$ cat src/sv/rdfq_pkg.sv
// Package for the RED drop FIFO queue: sizes, status codes, register
// indexes, the controller state type and the configuration struct.
// No dependencies; every file but rdfq_ram imports it.
package rdfq_pkg;

   // Storage and field sizes.
   localparam int FIFO_DEPTH  = 64;
   localparam int PTR_BITS    = $clog2(FIFO_DEPTH);
   localparam int CNT_BITS    = $clog2(FIFO_DEPTH + 1);
   localparam int TAG_BITS    = 16;
   localparam int RANDOM_BITS = 16;
   localparam int CFG_BITS    = 7;
   localparam int TOTAL_BITS  = 32;
   localparam int STATUS_BITS = 3;
   localparam int PROD_BITS   = RANDOM_BITS + CFG_BITS;

   // Configuration port sizes.
   localparam int CSR_ADDR_BITS = 4;
   localparam int CSR_DATA_BITS = 32;

   // Register indexes, taken from paddr[3:2].
   localparam logic [1:0] REG_QUEUE_LIMIT    = 2'd0;
   localparam logic [1:0] REG_LOW_THRESHOLD  = 2'd1;
   localparam logic [1:0] REG_HIGH_THRESHOLD = 2'd2;

   // Register reset values.
   localparam logic [CFG_BITS-1:0] RST_QUEUE_LIMIT    = CFG_BITS'(64);
   localparam logic [CFG_BITS-1:0] RST_LOW_THRESHOLD  = CFG_BITS'(16);
   localparam logic [CFG_BITS-1:0] RST_HIGH_THRESHOLD = CFG_BITS'(48);

   // Result status codes.
   typedef enum logic [STATUS_BITS-1:0] {
      ST_SERVED    = 3'd0,
      ST_QUEUED    = 3'd1,
      ST_TAIL      = 3'd2,
      ST_EARLY     = 3'd3,
      ST_FWD_IDLE  = 3'd4,
      ST_FWD_NEXT  = 3'd5,
      ST_IDLE_DONE = 3'd6
   } status_type;

   // Operation codes of an input word.
   localparam logic OP_ARRIVAL = 1'b0;
   localparam logic OP_DONE    = 1'b1;

   // Controller states.
   typedef enum logic {
      S_IDLE,
      S_EXEC
   } state_type;

   // Configuration registers as seen by the core.
   typedef struct packed {
      logic [CFG_BITS-1:0] queue_limit;
      logic [CFG_BITS-1:0] low_threshold;
      logic [CFG_BITS-1:0] high_threshold;
   } cfg_type;

endpackage

$ cat src/sv/rdfq_req_if.sv
// Request channel interface: valid/ready handshake with the packet event word.
// Depends on rdfq_pkg.
interface rdfq_req_if;
   import rdfq_pkg::*;

   logic                   valid;
   logic                   ready;
   logic                   operation;
   logic [TAG_BITS-1:0]    packet_tag;
   logic [RANDOM_BITS-1:0] random_value;

   modport source (output valid, output operation, output packet_tag,
                   output random_value, input ready);
   modport sink   (input valid, input operation, input packet_tag,
                   input random_value, output ready);
endinterface

$ cat src/sv/rdfq_rsp_if.sv
// Response channel interface: valid/ready handshake with the result word.
// Depends on rdfq_pkg.
interface rdfq_rsp_if;
   import rdfq_pkg::*;

   logic                   valid;
   logic                   ready;
   logic [STATUS_BITS-1:0] status;
   logic [TAG_BITS-1:0]    forwarded_tag;
   logic [TAG_BITS-1:0]    serving_tag;
   logic                   server_busy;
   logic [CNT_BITS-1:0]    queue_length;
   logic [TOTAL_BITS-1:0]  received_count;
   logic [TOTAL_BITS-1:0]  dropped_count;
   logic [TOTAL_BITS-1:0]  forwarded_count;

   modport source (output valid, output status, output forwarded_tag,
                   output serving_tag, output server_busy, output queue_length,
                   output received_count, output dropped_count,
                   output forwarded_count, input ready);
   modport sink   (input valid, input status, input forwarded_tag,
                   input serving_tag, input server_busy, input queue_length,
                   input received_count, input dropped_count,
                   input forwarded_count, output ready);
endinterface

$ cat src/sv/rdfq_ram.sv
// Generic single-port-write, single-port-read RAM with registered read data.
// No dependencies.
module rdfq_ram #(
   parameter int WIDTH = 16,
   parameter int DEPTH = 64
) (
   input  logic                     clock,
   input  logic                     wr_en,
   input  logic [$clog2(DEPTH)-1:0] wr_addr,
   input  logic [WIDTH-1:0]         wr_data,
   input  logic                     rd_en,
   input  logic [$clog2(DEPTH)-1:0] rd_addr,
   output logic [WIDTH-1:0]         rd_data
);

   logic [WIDTH-1:0] mem_ff [DEPTH];
   logic [WIDTH-1:0] rd_data_ff;

   // Write port and registered read port; read data holds when not enabled.
   always_ff @(posedge clock) begin
      if (wr_en) begin
         mem_ff[wr_addr] <= wr_data;
      end
      if (rd_en) begin
         rd_data_ff <= mem_ff[rd_addr];
      end
   end

   assign rd_data = rd_data_ff;

endmodule

$ cat src/sv/rdfq_csr.sv
// Configuration register block on an APB-style port: queue limit and the
// two drop thresholds. Depends on rdfq_pkg.
module rdfq_csr (
   input  logic                                 clock,
   input  logic                                 reset,
   input  logic                                 psel,
   input  logic                                 penable,
   input  logic                                 pwrite,
   input  logic [rdfq_pkg::CSR_ADDR_BITS-1:0]   paddr,
   input  logic [rdfq_pkg::CSR_DATA_BITS-1:0]   pwdata,
   output logic [rdfq_pkg::CSR_DATA_BITS-1:0]   prdata,
   output logic                                 pready,
   output rdfq_pkg::cfg_type                    cfg
);
   import rdfq_pkg::*;

   cfg_type    cfg_ff;
   cfg_type    cfg_in;
   logic [1:0] reg_index;
   logic       wr_strobe;

   assign pready    = 1'b1;
   assign reg_index = paddr[3:2];
   assign wr_strobe = psel && penable && pwrite;

   // Register write decode; addresses past the list are ignored.
   always_comb begin
      cfg_in = cfg_ff;
      if (wr_strobe) begin
         case (reg_index)
            REG_QUEUE_LIMIT:    cfg_in.queue_limit    = pwdata[CFG_BITS-1:0];
            REG_LOW_THRESHOLD:  cfg_in.low_threshold  = pwdata[CFG_BITS-1:0];
            REG_HIGH_THRESHOLD: cfg_in.high_threshold = pwdata[CFG_BITS-1:0];
            default:            cfg_in = cfg_ff;
         endcase
      end
   end

   always_ff @(posedge clock) begin
      if (reset) begin
         cfg_ff.queue_limit    <= RST_QUEUE_LIMIT;
         cfg_ff.low_threshold  <= RST_LOW_THRESHOLD;
         cfg_ff.high_threshold <= RST_HIGH_THRESHOLD;
      end else begin
         cfg_ff <= cfg_in;
      end
   end

   // Read mux.
   always_comb begin
      case (reg_index)
         REG_QUEUE_LIMIT:    prdata = CSR_DATA_BITS'(cfg_ff.queue_limit);
         REG_LOW_THRESHOLD:  prdata = CSR_DATA_BITS'(cfg_ff.low_threshold);
         REG_HIGH_THRESHOLD: prdata = CSR_DATA_BITS'(cfg_ff.high_threshold);
         default:            prdata = '0;
      endcase
   end

   assign cfg = cfg_ff;

endmodule

$ cat src/sv/rdfq_core.sv
// Queue controller: takes one packet event word, reads the FIFO head from the
// tag memory, makes the serve/queue/drop decision and registers the result.
// Depends on rdfq_pkg, rdfq_ram and the two channel interfaces.
module rdfq_core (
   input  logic              clock,
   input  logic              reset,
   input  rdfq_pkg::cfg_type cfg,
   rdfq_req_if.sink          req_bus,
   rdfq_rsp_if.source        rsp_bus
);
   import rdfq_pkg::*;

   localparam logic [PTR_BITS-1:0] PTR_LAST = PTR_BITS'(FIFO_DEPTH - 1);
   localparam logic [CFG_BITS-1:0] DEPTH_CFG = CFG_BITS'(FIFO_DEPTH);

   state_type state_ff, state_in;

   // Captured input word.
   logic                   op_ff;
   logic [TAG_BITS-1:0]    tag_ff;
   logic [RANDOM_BITS-1:0] rnd_ff;

   // Queue state.
   logic                  busy_ff, busy_in;
   logic [TAG_BITS-1:0]   cur_tag_ff, cur_tag_in;
   logic [PTR_BITS-1:0]   head_ff, head_in;
   logic [PTR_BITS-1:0]   tail_ff, tail_in;
   logic [CNT_BITS-1:0]   fill_ff, fill_in;
   logic [TOTAL_BITS-1:0] arr_ff, arr_in;
   logic [TOTAL_BITS-1:0] drop_ff, drop_in;
   logic [TOTAL_BITS-1:0] fwd_ff, fwd_in;

   // Output register.
   logic                  out_valid_ff, out_valid_in;
   status_type            out_status_ff, out_status_in;
   logic [TAG_BITS-1:0]   out_fwd_tag_ff, out_fwd_tag_in;

   // Memory port signals.
   logic                  req_take;
   logic                  mem_wr_en;
   logic [TAG_BITS-1:0]   head_tag;

   // Decision terms.
   logic                  out_free;
   logic [CFG_BITS-1:0]   eff_limit;
   logic [CFG_BITS-1:0]   fill_cfg;
   logic [CFG_BITS-1:0]   span;
   logic [PROD_BITS-1:0]  rnd_prod;
   logic [PROD_BITS-1:0]  excess_scaled;
   logic                  early_hit;

   assign req_bus.ready = (state_ff == S_IDLE);
   assign req_take      = req_bus.valid && req_bus.ready;
   assign out_free      = !out_valid_ff || rsp_bus.ready;

   // Tag memory; the head is read at accept time, so the entry is ready in
   // the execute cycle. Writes happen only in the execute cycle, so the two
   // ports never touch the memory in the same cycle.
   rdfq_ram #(
      .WIDTH (TAG_BITS),
      .DEPTH (FIFO_DEPTH)
   ) u_tag_ram (
      .clock   (clock),
      .wr_en   (mem_wr_en),
      .wr_addr (tail_ff),
      .wr_data (tag_ff),
      .rd_en   (req_take),
      .rd_addr (head_ff),
      .rd_data (head_tag)
   );

   // Early drop test: r * (high - low) < (n - low) << RANDOM_BITS.
   assign fill_cfg      = CFG_BITS'(fill_ff);
   assign eff_limit     = (cfg.queue_limit > DEPTH_CFG) ? DEPTH_CFG : cfg.queue_limit;
   assign span          = cfg.high_threshold - cfg.low_threshold;
   assign rnd_prod      = PROD_BITS'(rnd_ff) * PROD_BITS'(span);
   assign excess_scaled = PROD_BITS'(fill_cfg - cfg.low_threshold) << RANDOM_BITS;

   always_comb begin
      if (fill_cfg <= cfg.low_threshold) begin
         early_hit = 1'b0;
      end else if (fill_cfg >= cfg.high_threshold) begin
         early_hit = 1'b1;
      end else begin
         early_hit = rnd_prod < excess_scaled;
      end
   end

   // Next state and queue update.
   always_comb begin
      state_in       = state_ff;
      busy_in        = busy_ff;
      cur_tag_in     = cur_tag_ff;
      head_in        = head_ff;
      tail_in        = tail_ff;
      fill_in        = fill_ff;
      arr_in         = arr_ff;
      drop_in        = drop_ff;
      fwd_in         = fwd_ff;
      out_valid_in   = out_valid_ff && !rsp_bus.ready;
      out_status_in  = out_status_ff;
      out_fwd_tag_in = out_fwd_tag_ff;
      mem_wr_en      = 1'b0;

      case (state_ff)
         S_IDLE: begin
            if (req_take) begin
               state_in = S_EXEC;
            end
         end
         S_EXEC: begin
            if (out_free) begin
               state_in       = S_IDLE;
               out_valid_in   = 1'b1;
               out_fwd_tag_in = '0;
               if (op_ff == OP_DONE) begin
                  if (!busy_ff) begin
                     out_status_in = ST_IDLE_DONE;
                  end else begin
                     out_fwd_tag_in = cur_tag_ff;
                     fwd_in = (&fwd_ff) ? fwd_ff : fwd_ff + 1'b1;
                     if (fill_ff == '0) begin
                        busy_in       = 1'b0;
                        cur_tag_in    = '0;
                        out_status_in = ST_FWD_IDLE;
                     end else begin
                        cur_tag_in    = head_tag;
                        head_in       = (head_ff == PTR_LAST) ? '0 : head_ff + 1'b1;
                        fill_in       = fill_ff - 1'b1;
                        out_status_in = ST_FWD_NEXT;
                     end
                  end
               end else begin
                  arr_in = (&arr_ff) ? arr_ff : arr_ff + 1'b1;
                  if (!busy_ff) begin
                     busy_in       = 1'b1;
                     cur_tag_in    = tag_ff;
                     out_status_in = ST_SERVED;
                  end else if (fill_cfg >= eff_limit) begin
                     drop_in       = (&drop_ff) ? drop_ff : drop_ff + 1'b1;
                     out_status_in = ST_TAIL;
                  end else if (early_hit) begin
                     drop_in       = (&drop_ff) ? drop_ff : drop_ff + 1'b1;
                     out_status_in = ST_EARLY;
                  end else begin
                     mem_wr_en     = 1'b1;
                     tail_in       = (tail_ff == PTR_LAST) ? '0 : tail_ff + 1'b1;
                     fill_in       = fill_ff + 1'b1;
                     out_status_in = ST_QUEUED;
                  end
               end
            end
         end
         default: state_in = S_IDLE;
      endcase
   end

   // Control and queue state registers.
   always_ff @(posedge clock) begin
      if (reset) begin
         state_ff     <= S_IDLE;
         busy_ff      <= 1'b0;
         cur_tag_ff   <= '0;
         head_ff      <= '0;
         tail_ff      <= '0;
         fill_ff      <= '0;
         arr_ff       <= '0;
         drop_ff      <= '0;
         fwd_ff       <= '0;
         out_valid_ff <= 1'b0;
      end else begin
         state_ff     <= state_in;
         busy_ff      <= busy_in;
         cur_tag_ff   <= cur_tag_in;
         head_ff      <= head_in;
         tail_ff      <= tail_in;
         fill_ff      <= fill_in;
         arr_ff       <= arr_in;
         drop_ff      <= drop_in;
         fwd_ff       <= fwd_in;
         out_valid_ff <= out_valid_in;
      end
   end

   // Payload registers.
   always_ff @(posedge clock) begin
      if (req_take) begin
         op_ff  <= req_bus.operation;
         tag_ff <= req_bus.packet_tag;
         rnd_ff <= req_bus.random_value;
      end
      out_status_ff  <= out_status_in;
      out_fwd_tag_ff <= out_fwd_tag_in;
   end

   // The result word shows the queue state left by the last item; no item
   // executes while an older result is still held.
   assign rsp_bus.valid           = out_valid_ff;
   assign rsp_bus.status          = out_status_ff;
   assign rsp_bus.forwarded_tag   = out_fwd_tag_ff;
   assign rsp_bus.serving_tag     = cur_tag_ff;
   assign rsp_bus.server_busy     = busy_ff;
   assign rsp_bus.queue_length    = fill_ff;
   assign rsp_bus.received_count  = arr_ff;
   assign rsp_bus.dropped_count   = drop_ff;
   assign rsp_bus.forwarded_count = fwd_ff;

endmodule

$ cat src/sv/red_drop_fifo_queue.sv
// RED drop FIFO queue, top level: configuration registers and queue core.
// On accept the request word is registered and the tag memory reads the FIFO
// head; the execute state decides and registers the result word, and only then
// is a new word taken. A held result stalls the next decision, not the accept.
// Reset is synchronous and active high; it clears pointers, counts and flags.
// The tag memory is not cleared, since only filled entries are ever used.
module red_drop_fifo_queue (
   input  logic                               clock,
   input  logic                               reset,
   rdfq_req_if.sink                           req_bus,
   rdfq_rsp_if.source                         rsp_bus,
   input  logic                               csr_psel,
   input  logic                               csr_penable,
   input  logic                               csr_pwrite,
   input  logic [rdfq_pkg::CSR_ADDR_BITS-1:0] csr_paddr,
   input  logic [rdfq_pkg::CSR_DATA_BITS-1:0] csr_pwdata,
   output logic [rdfq_pkg::CSR_DATA_BITS-1:0] csr_prdata,
   output logic                               csr_pready
);
   import rdfq_pkg::*;

   cfg_type cfg;

   // Configuration registers.
   rdfq_csr u_csr (
      .clock   (clock),
      .reset   (reset),
      .psel    (csr_psel),
      .penable (csr_penable),
      .pwrite  (csr_pwrite),
      .paddr   (csr_paddr),
      .pwdata  (csr_pwdata),
      .prdata  (csr_prdata),
      .pready  (csr_pready),
      .cfg     (cfg)
   );

   // Queue controller with its tag memory.
   rdfq_core u_core (
      .clock   (clock),
      .reset   (reset),
      .cfg     (cfg),
      .req_bus (req_bus),
      .rsp_bus (rsp_bus)
   );

endmodule

$ cat src/flat_wrapper.sv
// flat-port wrapper written by rule: the top's interface ports become plain ports
module red_drop_fifo_queue_flat import rdfq_pkg::*;
  (clock, reset, csr_psel, csr_penable, csr_pwrite, csr_paddr, csr_pwdata, csr_prdata, csr_pready, req_bus_valid, req_bus_operation, req_bus_packet_tag, req_bus_random_value, req_bus_ready, rsp_bus_valid, rsp_bus_status, rsp_bus_forwarded_tag, rsp_bus_serving_tag, rsp_bus_server_busy, rsp_bus_queue_length, rsp_bus_received_count, rsp_bus_dropped_count, rsp_bus_forwarded_count, rsp_bus_ready);
  rdfq_req_if req_bus_i ();
  rdfq_rsp_if rsp_bus_i ();
  input  logic clock;
  input  logic reset;
  input  logic csr_psel;
  input  logic csr_penable;
  input  logic csr_pwrite;
  input  logic [rdfq_pkg::CSR_ADDR_BITS-1:0] csr_paddr;
  input  logic [rdfq_pkg::CSR_DATA_BITS-1:0] csr_pwdata;
  output logic [rdfq_pkg::CSR_DATA_BITS-1:0] csr_prdata;
  output logic csr_pready;
  input wire logic [$bits(req_bus_i.valid)-1:0] req_bus_valid;
  input wire logic [$bits(req_bus_i.operation)-1:0] req_bus_operation;
  input wire logic [$bits(req_bus_i.packet_tag)-1:0] req_bus_packet_tag;
  input wire logic [$bits(req_bus_i.random_value)-1:0] req_bus_random_value;
  output wire logic [$bits(req_bus_i.ready)-1:0] req_bus_ready;
  output wire logic [$bits(rsp_bus_i.valid)-1:0] rsp_bus_valid;
  output wire logic [$bits(rsp_bus_i.status)-1:0] rsp_bus_status;
  output wire logic [$bits(rsp_bus_i.forwarded_tag)-1:0] rsp_bus_forwarded_tag;
  output wire logic [$bits(rsp_bus_i.serving_tag)-1:0] rsp_bus_serving_tag;
  output wire logic [$bits(rsp_bus_i.server_busy)-1:0] rsp_bus_server_busy;
  output wire logic [$bits(rsp_bus_i.queue_length)-1:0] rsp_bus_queue_length;
  output wire logic [$bits(rsp_bus_i.received_count)-1:0] rsp_bus_received_count;
  output wire logic [$bits(rsp_bus_i.dropped_count)-1:0] rsp_bus_dropped_count;
  output wire logic [$bits(rsp_bus_i.forwarded_count)-1:0] rsp_bus_forwarded_count;
  input wire logic [$bits(rsp_bus_i.ready)-1:0] rsp_bus_ready;
  assign req_bus_i.valid = req_bus_valid;
  assign req_bus_i.operation = req_bus_operation;
  assign req_bus_i.packet_tag = req_bus_packet_tag;
  assign req_bus_i.random_value = req_bus_random_value;
  assign req_bus_ready = req_bus_i.ready;
  assign rsp_bus_valid = rsp_bus_i.valid;
  assign rsp_bus_status = rsp_bus_i.status;
  assign rsp_bus_forwarded_tag = rsp_bus_i.forwarded_tag;
  assign rsp_bus_serving_tag = rsp_bus_i.serving_tag;
  assign rsp_bus_server_busy = rsp_bus_i.server_busy;
  assign rsp_bus_queue_length = rsp_bus_i.queue_length;
  assign rsp_bus_received_count = rsp_bus_i.received_count;
  assign rsp_bus_dropped_count = rsp_bus_i.dropped_count;
  assign rsp_bus_forwarded_count = rsp_bus_i.forwarded_count;
  assign rsp_bus_i.ready = rsp_bus_ready;
  red_drop_fifo_queue u_core (.clock(clock), .reset(reset), .req_bus(req_bus_i), .rsp_bus(rsp_bus_i), .csr_psel(csr_psel), .csr_penable(csr_penable), .csr_pwrite(csr_pwrite), .csr_paddr(csr_paddr), .csr_pwdata(csr_pwdata), .csr_prdata(csr_prdata), .csr_pready(csr_pready));
endmodule
$ cat config.mk
export PLATFORM = sky130hd
export DESIGN_NAME = red_drop_fifo_queue_flat
export DESIGN_NICKNAME = d
export VERILOG_FILES = /design/src/sv/rdfq_pkg.sv /design/src/sv/rdfq_req_if.sv /design/src/sv/rdfq_rsp_if.sv /design/src/sv/rdfq_ram.sv /design/src/sv/rdfq_csr.sv /design/src/sv/rdfq_core.sv /design/src/sv/red_drop_fifo_queue.sv /design/src/flat_wrapper.sv
export SDC_FILE = /design/constraint.sdc
export NUM_CORES = 2
export LEC_CHECK = 0
export BUFFER_PORTS_ARGS = -buffer_cell sky130_fd_sc_hd__buf_4
export CAP_MARGIN = 20
export CORE_UTILIZATION = 46
export CTS_BUF_LIST = sky130_fd_sc_hd__clkbuf_4 sky130_fd_sc_hd__clkbuf_8
export DETAILED_ROUTE_END_ITERATION = 6
export GPL_TIMING_DRIVEN = 0
export PLACE_DENSITY = 0.63
export SLEW_MARGIN = 30
export SYNTH_ARGS = -nofsm -noshare
export SYNTH_HDL_FRONTEND = slang
export SYNTH_HIERARCHICAL = 1
export SYNTH_SLANG_ARGS = --single-unit
export TNS_END_PERCENT = 50
$ cat constraint.sdc
create_clock -name clock -period 10.6 [get_ports clock]
set_clock_uncertainty 0.15 [all_clocks]
set_input_delay 1.59 -clock clock [delete_from_list [all_inputs] [get_ports clock]]
set_output_delay 1.59 -clock clock [all_outputs]
set_load 0.05 [all_outputs]
==> key figures <==
Placed design
  – Placed Area: 59000 um2
  – Gpl congestion: 0.965
  – IO buf count: 196
  – Final HPWL DP: 105000 um

Synth
  – Netlist Area Pre-Place: 53800 um2
  – Post-Synth XOR/XNOR Area: 1.19%
  – Adder-cell share of the synthesized area: 4.59%
  – Synth Area in Compound Gates: 4.33%
  – FFs w/ async S/R, synth: 0%
  – Number of synthesized register bits: 1247
  – Top-count cell post-synth: edfxtp_1
  – Register area share after synthesis: 66.7%
  – Synth warnings: 6
  – EDFF count, synth: 1092
  – Top cell type's share of synthesized area: 60.9%
  – Post-Synth Simple-Gate Area: 7.54%
  – Yosys cell types: 80
  – Largest family of logic cells by synthesized area: multiplexers
  – Synth Instances: 3323
  – Synth top cells by count: edfxtp_1, mux4_2, nor2_1
  – Top area cells in the synthesized netlist: edfxtp_1, mux4_2, dfxtp_1, fa_1, mux2i_1
  – Avg Cell Area, Syn: 16.2 um2
  – Top FF cell, synth: edfxtp_1
  – Mux contribution to synthesized area: 12.5%
  – Cell taking the most area after synthesis: edfxtp_1

Worst setup path
  – Worst r2r path cells: 38
  – Worst EP arrival: 10.43 ns
  – Critical R2R Capture: u_core/u_core/u_tag_ram/mem_ff[10][8]
  – Critical path type: reg2reg
  – Worst-path maximum fanout: 11
  – CP max stage cell: fa_1
  – Crit path launch type: register
  – Worst endpoint required time: 11.05 ns
  – Reg-to-reg slack, setup: 0.62 ns
  – Crit end category: register
  – Reg-to-Reg Start: u_core/u_csr/cfg[7]
  – CP max stage delay: 0.53 ns

Power
  – Sw Pwr: 2260 uW
  – Clock power frac: 39.4%
  – Static Leak: 0.0216 uW
  – Tot Pwr: 9820 uW
  – Sw frac: 23.0%
  – P per Cell Area: 154 nW/um2
  – Maximum vdd drop: 120 uV
  – Combinational power share: 5.6%
  – Power Internal: 7560 uW
  – Flop pwr share: 55.0%

Global routing
  – GRT Overall Usage: 24.9%
  – Total gr overflow: 0
  – Global-route wire length before repair: 212000 um
  – Vias in the first global route: 31506
  – Largest net degree at the start of global routing: 25
  – Initial antenna violation count: 5

Timing
  – RSZ-0062 raised after global routing: false
  – # setup viols final: 0
  – Final period util: 94.2%
  – Min Hold Slack: 0.357 ns
  – Slew Limit Fails: 0
  – Relative slew margins: 30.8%
  – Slew @ Worst Pin: 1.04 ns
  – Peak Freq: 100 MHz
  – Post-layout minimum cycle time: 9.98 ns
  – Final Hold Vio Count: 0

Min path
  – Min-delay src: u_core/u_core/rsp_bus.dropped_count[24]
  – WHS Endpoint: u_core/u_core/rsp_bus.dropped_count[24]
  – Worst Hold Class: reg2reg
  – Worst hold stages: 2

Finish
  – Layout cell share with drive strength beyond 1: 28.1%
  – Nets: 4137
  – Sequential cell area: 35900 um2
  – Fill count: 9176
  – Footprint of the multi-input gates: 16900 um2
  – Area grow syn2layout: 18.4%
  – Design area: 63700 um2

Routing
  – Post-Route WL: 147000 um
  – Via count: 32189
  – Post-route DRC: 0
  – DRT Pass-1 Iters: 6
  – Number of DRC markers in iteration 0: 3408
  – DR WL/cell: 26.3 um
  – Vias per cell: 5.77
  – Antenna Nets Post-Route: 0

Clock tree
  – Post-CTS Hold Buffers: 0
  – CTS tree: built
  – Buffer depth of the longest clock path: 3
  – Clock Latency Late Sink: 0.90 ns
  – Root buffer selected by CTS: clkbuf_8
  – Worst-path clk slew: 0.07 ns
  – CTS Sinks: 1247
  – CTS Buf Count: 194
  – Htree depth: 4

Floorplanning
  – CORE AREA: 116000 um2
  – Die width: 344 um
  – Starting Density: 46.4%
  – DIE HEIGHT: 344 um
  – Row count: 125
  – Full die area: 118000 um2
  – IO Pins: 250

Run
  – Max cap viols: 0

Run status
  – Outcome: finished clean
-- power by group through the flow --
stage	Combinational [uW]	Sequential, uW	Clock, uW
final	553	5400	3870
after global routing	618	5400	4150
after CTS	557	5400	3960
after detailed placement	551	5500	0
after global placement	426	5590	0
after floorplan	282	5550	0
-- through the flow --
stage	setup TNS (ns)	setup WS [ns]	utilization (%)	std cells
after global placement	-986.43	-1.56	49.4	5067
after detailed placement	-411.64	-0.965	50.9	5172
after global routing	0	0.0418	54.9	5581
final	0	0.618	54.9	5583
after floorplan	0	1.21	-	3347
after CTS	0	0.00344	54.4	5534
-- routing by layer --
metal / global-route usage [%] / vias up / wire, um
li1: - / 13971 / -
met1: 32.9 / 16532 / 58300
met2: 40.9 / 1418 / 72000
met3: 4.39 / 268 / 11300
met4: 10.4 / 0 / 5420
met5: 0 / - / 0
-- cells by family after synthesis --
family,count (synthesis)
compound gates,339
xor+xnor,73
fa+ha+maj,155
buf+inv,321
flops,1247
mux,388
other cells,2
simple gates,798
-- repair_timing --
| action | CTS | global route |
|---|---|---|
| gates resized for setup | 29 | 20 |
| buffers inserted | 18 | 44 |
| endpoints found under the setup margin | 999 | 1009 |
| pin swaps | 15 | 21 |
-- cell type report --
type                            instances  area share, %
Clock inverter                         77          0.662
Tap cell                             1524           2.99
Multi-Input combinational cell       1779           26.6
Inverter                              135          0.795
Antenna cell                            5         0.0196
Buffer                                186           1.82
Sequential cell                      1247           56.3
Timing Repair Buffer                  363           5.73
Clock buffer                          267           5.09
-- worst max-delay path, delay by kind of cell, from the launching register on --
family                     cells  cell delay, ns
buffers and inverters          7            0.79
xor gates and xnor gates       2            0.35
DFF                            1            0.42
and+or+nand+nor               10            2.37
AOI/OAI and AO/OA             11            2.24
adders and majority gates      8            3.32
-- sequential cells by signal, summed over array words and instances, names as in the netlist, 7 cells and up --
| signal | count |
|---|---|
| u_core/u_core/rsp_bus.forwarded_count | 32 |
| u_core/u_core/rsp_bus.serving_tag | 16 |
| u_core/u_core/rsp_bus.dropped_count | 32 |
| u_core/u_core/rsp_bus.forwarded_tag | 16 |
| u_core/u_core/u_tag_ram/mem_ff | 1024 |
| u_core/u_core/rsp_bus.received_count | 32 |
| u_core/u_core/rsp_bus.queue_length | 7 |
| u_core/u_core/u_tag_ram/rd_data | 16 |
| u_core/u_csr/cfg | 21 |
| u_core/u_core/rnd_ff | 16 |
| u_core/u_core/tag_ff | 16 |
-- worst max-delay path by stage --
stage	to	start	slack (ns)	cells after the start
CTS	u_core/u_core/u_tag_ram/mem_ff[7][3]	u_core/u_csr/cfg[7]	0.003	36
detailed placement	u_core/u_core/u_tag_ram/mem_ff[14][2]	u_core/u_csr/cfg[7]	-0.97	37
global route	u_core/u_core/u_tag_ram/mem_ff[49][1]	u_core/u_csr/cfg[7]	0.04	40
floorplan	u_core/u_core/u_tag_ram/mem_ff[48][0]	u_core/u_csr/cfg[0]	1.21	38
global placement	u_core/u_core/u_tag_ram/mem_ff[49][0]	u_core/u_csr/cfg[7]	-1.56	36
finish	u_core/u_core/u_tag_ram/mem_ff[10][8]	u_core/u_csr/cfg[7]	0.62	38
-- cells in the final DEF (no fill, tap or decap), types with 84 or more instances in the layout --
master    synthesis  layout
edfxtp_1       1092    1092
buf_4            39     277
mux4_2          220     220
clkbuf_8          0     198
nand2_1         172     169
dfxtp_1         155     155
nor2_1          199     136
inv_1           135     135
mux2i_1         123     123
ha_1             84      84
(Power assumes the default switching activity.)
